**config.mk**
```make
export PLATFORM = sky130hd
export DESIGN_NAME = sei_div
export DESIGN_NICKNAME = d
export VERILOG_FILES = /design/src/sei_div.sv
export SDC_FILE = /design/constraint.sdc
export NUM_CORES = 2
export LEC_CHECK = 0
export BUFFER_PORTS_ARGS = -buffer_cell sky130_fd_sc_hd__buf_2
export CAP_MARGIN = 40
export CORE_MARGIN = 3
export CORE_UTILIZATION = 45
export CTS_CLUSTER_DIAMETER = 30
export CTS_CLUSTER_SIZE = 24
export DETAILED_ROUTE_END_ITERATION = 16
export MAX_ROUTING_LAYER = met4
export SLEW_MARGIN = 20
export SYNTH_ARGS = -nofsm -noshare
export SYNTH_HDL_FRONTEND = slang
export SYNTH_SLANG_ARGS = --single-unit
```
**constraint.sdc**
```tcl
create_clock -name clock -period 5.77 [get_ports clock]
set_input_delay 0.577 -clock clock [delete_from_list [all_inputs] [get_ports clock]]
set_output_delay 0.577 -clock clock [all_outputs]
set_load 0.005 [all_outputs]
```
**src/sei_div.sv**
```systemverilog
// Pipelined restoring divider, one quotient bit per stage, with a sideband
// word that travels alongside. Standalone; no package use.
`default_nettype none

module sei_div #(
   parameter int NUM_W  = 48,
   parameter int DEN_W  = 18,
   parameter int Q_W    = 31,
   parameter int SIDE_W = 8
) (
   input  wire logic              clock,
   input  wire logic              reset,
   input  wire logic              en,
   input  wire logic              in_valid,
   input  wire logic [NUM_W-1:0]  in_num,
   input  wire logic [DEN_W-1:0]  in_den,
   input  wire logic [SIDE_W-1:0] in_side,
   output logic                   out_valid,
   output logic [Q_W-1:0]         out_quot,
   output logic [SIDE_W-1:0]      out_side
);

   // caller guarantees in_num < in_den * 2^Q_W, so the top part fits
   localparam int HI_W = NUM_W - Q_W;

   logic              valid_ff [0:Q_W-1];
   logic [DEN_W-1:0]  rem_ff   [0:Q_W-1];
   logic [Q_W-1:0]    low_ff   [0:Q_W-1];
   logic [Q_W-1:0]    quot_ff  [0:Q_W-1];
   logic [DEN_W-1:0]  den_ff   [0:Q_W-1];
   logic [SIDE_W-1:0] side_ff  [0:Q_W-1];

   for (genvar j = 0; j < Q_W; j++) begin : g_stage
      logic              valid_src;
      logic [DEN_W-1:0]  rem_src;
      logic [Q_W-1:0]    low_src;
      logic [Q_W-1:0]    quot_src;
      logic [DEN_W-1:0]  den_src;
      logic [SIDE_W-1:0] side_src;
      logic [DEN_W:0]    trial;
      logic [DEN_W:0]    diff;
      logic              fits;

      if (j == 0) begin : g_first
         assign valid_src = in_valid;
         assign rem_src   = DEN_W'(in_num[NUM_W-1 -: HI_W]);
         assign low_src   = in_num[Q_W-1:0];
         assign quot_src  = '0;
         assign den_src   = in_den;
         assign side_src  = in_side;
      end else begin : g_next
         assign valid_src = valid_ff[j-1];
         assign rem_src   = rem_ff[j-1];
         assign low_src   = low_ff[j-1];
         assign quot_src  = quot_ff[j-1];
         assign den_src   = den_ff[j-1];
         assign side_src  = side_ff[j-1];
      end

      assign trial = {rem_src, low_src[Q_W-1]};
      assign diff  = trial - {1'b0, den_src};
      assign fits  = trial >= {1'b0, den_src};

      always_ff @(posedge clock) begin
         if (reset) begin
            valid_ff[j] <= 1'b0;
         end else if (en) begin
            valid_ff[j] <= valid_src;
         end
      end

      always_ff @(posedge clock) begin
         if (en) begin
            rem_ff[j]  <= fits ? diff[DEN_W-1:0] : trial[DEN_W-1:0];
            low_ff[j]  <= low_src << 1;
            quot_ff[j] <= {quot_src[Q_W-2:0], fits};
            den_ff[j]  <= den_src;
            side_ff[j] <= side_src;
         end
      end
   end

   assign out_valid = valid_ff[Q_W-1];
   assign out_quot  = quot_ff[Q_W-1];
   assign out_side  = side_ff[Q_W-1];

endmodule

`default_nettype wire

```
==> flow_summary.ini <==
[global_route]
grt_pass1_vias = 59900
grt_pass1_wl_mm = 320
grt_max_degree = 190
grtUsageTotal_pct = 17.1
antenna_found_initial = 3
grt_overflow = 0

[routing]
dr_total_vias = 60300
first_iter_violations = 4287
wl_mm = 201
drt_first_pass_iters = 7
drcViolationCount = 0
vias_per_cell = 5.26
drt-wirelength-per-cell_um = 17.5
antenna_left = 0

[sta]
skew_ns = 0.0571
maxSlewViolCount = 0
slew_headroom_pct = 34.4
rsz0062_at_grt = false
finalSetupTns_ns = 0
fin_crit_sh_pct = 63.4
tightest_slew_ns = 0.984
max_freq_mhz = 273
finalHoldViolCount = 0
final.min_clock_period_ns = 3.66
setup_viol = 0

[hold_path]
min_delay_path_depth = 1
hold_end = low_ff[0][13]$_DFFE_PP_
min_path_type = in2reg
hp-start = en

[layout]
fin_nets = 8707
fin_cells = 11500
final_common_cell = edfxtp_1
nFillCells = 18600
area_growth_pct = 20.5
drive_gt1_share_pct = 16.2
layout_common_cells = edfxtp_1, inv_1, ha_1, clkbuf_16, a21oi_1

[worst_setup_path]
crit_path_top_delay_cell = a2111oi_2
worstPathCellList = ha_1 > a21o_1 > a21o_1 > a21oi_1 > nor2_1 > a2111oi_2 > and2_1 > buf_8 > mux2_2
cp-startpoint = rem_ff[6][47]$_DFFE_PP_
r2r_start = rem_ff[6][47]$_DFFE_PP_
critical_path_class = reg2reg
cp_max_fo = 10
worstRegToRegCells = 9
cp-end-kind = flop
critPathLaunchType = flop
r2r_slack_ns = 2.11
max_stage_delay_ns = 0.85
worstPathArrival_ns = 4.33
path_delay_family = compound AO/OA/AOI/OAI gates
crit_buf_inv = 1
required_ns = 6.45
r2r_end = rem_ff[6][66]$_DFFE_PP_
crit_top_cell = a21o_1

[place]
dp.cells = 10500
dp_hpwl_mm = 136
port_buffers = 117
gp_congestion = 0.915

[yosys]
ys_ff_latch = 2320
syn_area_per_cell_um2 = 14.1
ys_warn_count = 0
syn-num-nets = 8096
syn_area_mm2 = 0.105
synth_top_cell_by_area = edfxtp_1
async_reset_ff_share_pct = 0
syn_inst = 7430
synth_top_area_share_pct = 66.4
synth_edf_count = 2320
ys_types = 85
yosys-top-cells-area = edfxtp_1, ha_1, mux2_2
seq_area_frac_synth_pct = 66.4
synth_top_flop_cell = edfxtp_1

[clocking]
cts_tree = yes
clock_sinks = 2320
htreeDepth = 5
numCtsBuffers = 479
cts_root_buf = clkbuf_16
clkTransAtPathRegs_ns = 0.04
clockBufferDepth = 4
insertion_delay_ns = 0.95

[die]
die_w_um = 489
core_area_mm2 = 0.231
die_h_um = 489
num_io_pins = 118
rows = 176
initial_utilization_pct = 45.4
dieArea_mm2 = 0.239

[power_and_ir_drop]
p_leak_nw = 48.7
ir_drop_v = 0.000289
p_per_area_mw_per_mm2 = 577

[flow_run]
cap_violations = 0

[outcome]
status = finished, final reports clean
-- state kept, by name (all words and copies together) (netlist names) --
signal	count
den_ff	540
quot_ff	496
low_ff	465
valid_ff	31
rem_ff	540
side_ff	248
-- worst max-delay path by stage --
stage,end,depth (start not counted),slack (ns)
after floorplan,rem_ff[0][10]$_DFFE_PP_,13,2.44
after global placement,rem_ff[0][1]$_DFFE_PP_,13,1.65
after detailed placement,rem_ff[0][13]$_DFFE_PP_,14,1.88
after CTS,rem_ff[1][21]$_DFFE_PP_,8,2.13
after global routing,rem_ff[0][70]$_DFFE_PP_,11,1.92
final,rem_ff[6][66]$_DFFE_PP_,9,2.11
-- logic make-up (layout without fill, tap and decap cells) --
group | Yosys count | in the layout | synth area share [%]
flops | 2320 | 2320 | 66.4
compound gates | 1579 | 1579 | 9.76
simple gates | 1311 | 1311 | 6.01
buf+inv | 840 | 1844 | 3.05
fa+ha+maj | 588 | 588 | 7.23
mux | 402 | 402 | 4.29
xor+xnor | 390 | 390 | 3.26
other cells | 0 | 2 | 0
-- worst register-to-register path, delay by kind of cell (launching register included) --
kind / cells / cell delay [ns]
buf+inv: 1 / 0.21
fa+ha+maj: 1 / 0.41
simple gates: 2 / 0.63
compound gates: 4 / 1.42
mux: 1 / 0.34
flops: 1 / 0.38
-- power by group --
group / switching, mW / leakage [nW] / internal (mW) / total [mW]
clock network: 8.65 / 7.76 / 18.2 / 26.8
logic: 11.6 / 18.3 / 9.83 / 21.5
registers: 1.66 / 22.7 / 22.9 / 24.6
-- stage by stage --
| step | hold WS (ns) | cell area (um^2) | utilization (%) | power (mW) | worst slack (ns) |
|---|---|---|---|---|---|
| after detailed placement | 0.405 | 109000 | 47.4 | 46.0 | 1.88 |
| after CTS | 0.118 | 126000 | 54.7 | 73.5 | 2.13 |
| after floorplan | 0.400 | 105000 | - | 40.6 | 2.44 |
| final | 0.167 | 126000 | 54.7 | 72.9 | 2.11 |
| after global routing | 0.133 | 126000 | 54.7 | 77.2 | 1.92 |
| after global placement | 0.400 | 109000 | 47.3 | 45.7 | 1.65 |
-- synth_stat cells (87+ instances only) --
library cell     n
edfxtp_1      2320
inv_1          706
ha_1           558
a21oi_1        451
nor2_1         395
mux2_2         361
o21ai_0        339
nand2_1        300
xnor2_1        246
a21o_1         161
o21a_1         157
xor2_1         144
nand3_1        119
clkbuf_1       107
nand4_1         87
-- final cells by class --
class | instances | area (um^2) | area share [%]
inverter | 706 | 2650 | 2.10
multi-input combinational | 4270 | 32100 | 25.4
clock buffer | 537 | 12300 | 9.71
sequential | 2320 | 69700 | 55.1
tap | 3026 | 3790 | 3.00
antenna | 2 | 5.00 | 0.00396
timing repair buffer | 264 | 2090 | 1.66
clock inverter | 337 | 3830 | 3.03
-- metal layers --
metal	global-route usage (%)	share of wire, %	vias up
met3	2.94	4.5	514
met2	26.4	46	1483
met1	22.8	46	28900
met5	-	0	-
li1	-	-	29400
met4	6.50	3.3	0
-- timing repair --
action / 4_1_cts / 5_1_grt
setup endpoints to repair: 0 / 0
hold buffers: 75 / 0
buffers inserted: 0 / 0
resized for setup: 0 / 0
hold endpoints to repair: 75 / 0
Note: power is estimated with default switching activity, not from simulation.
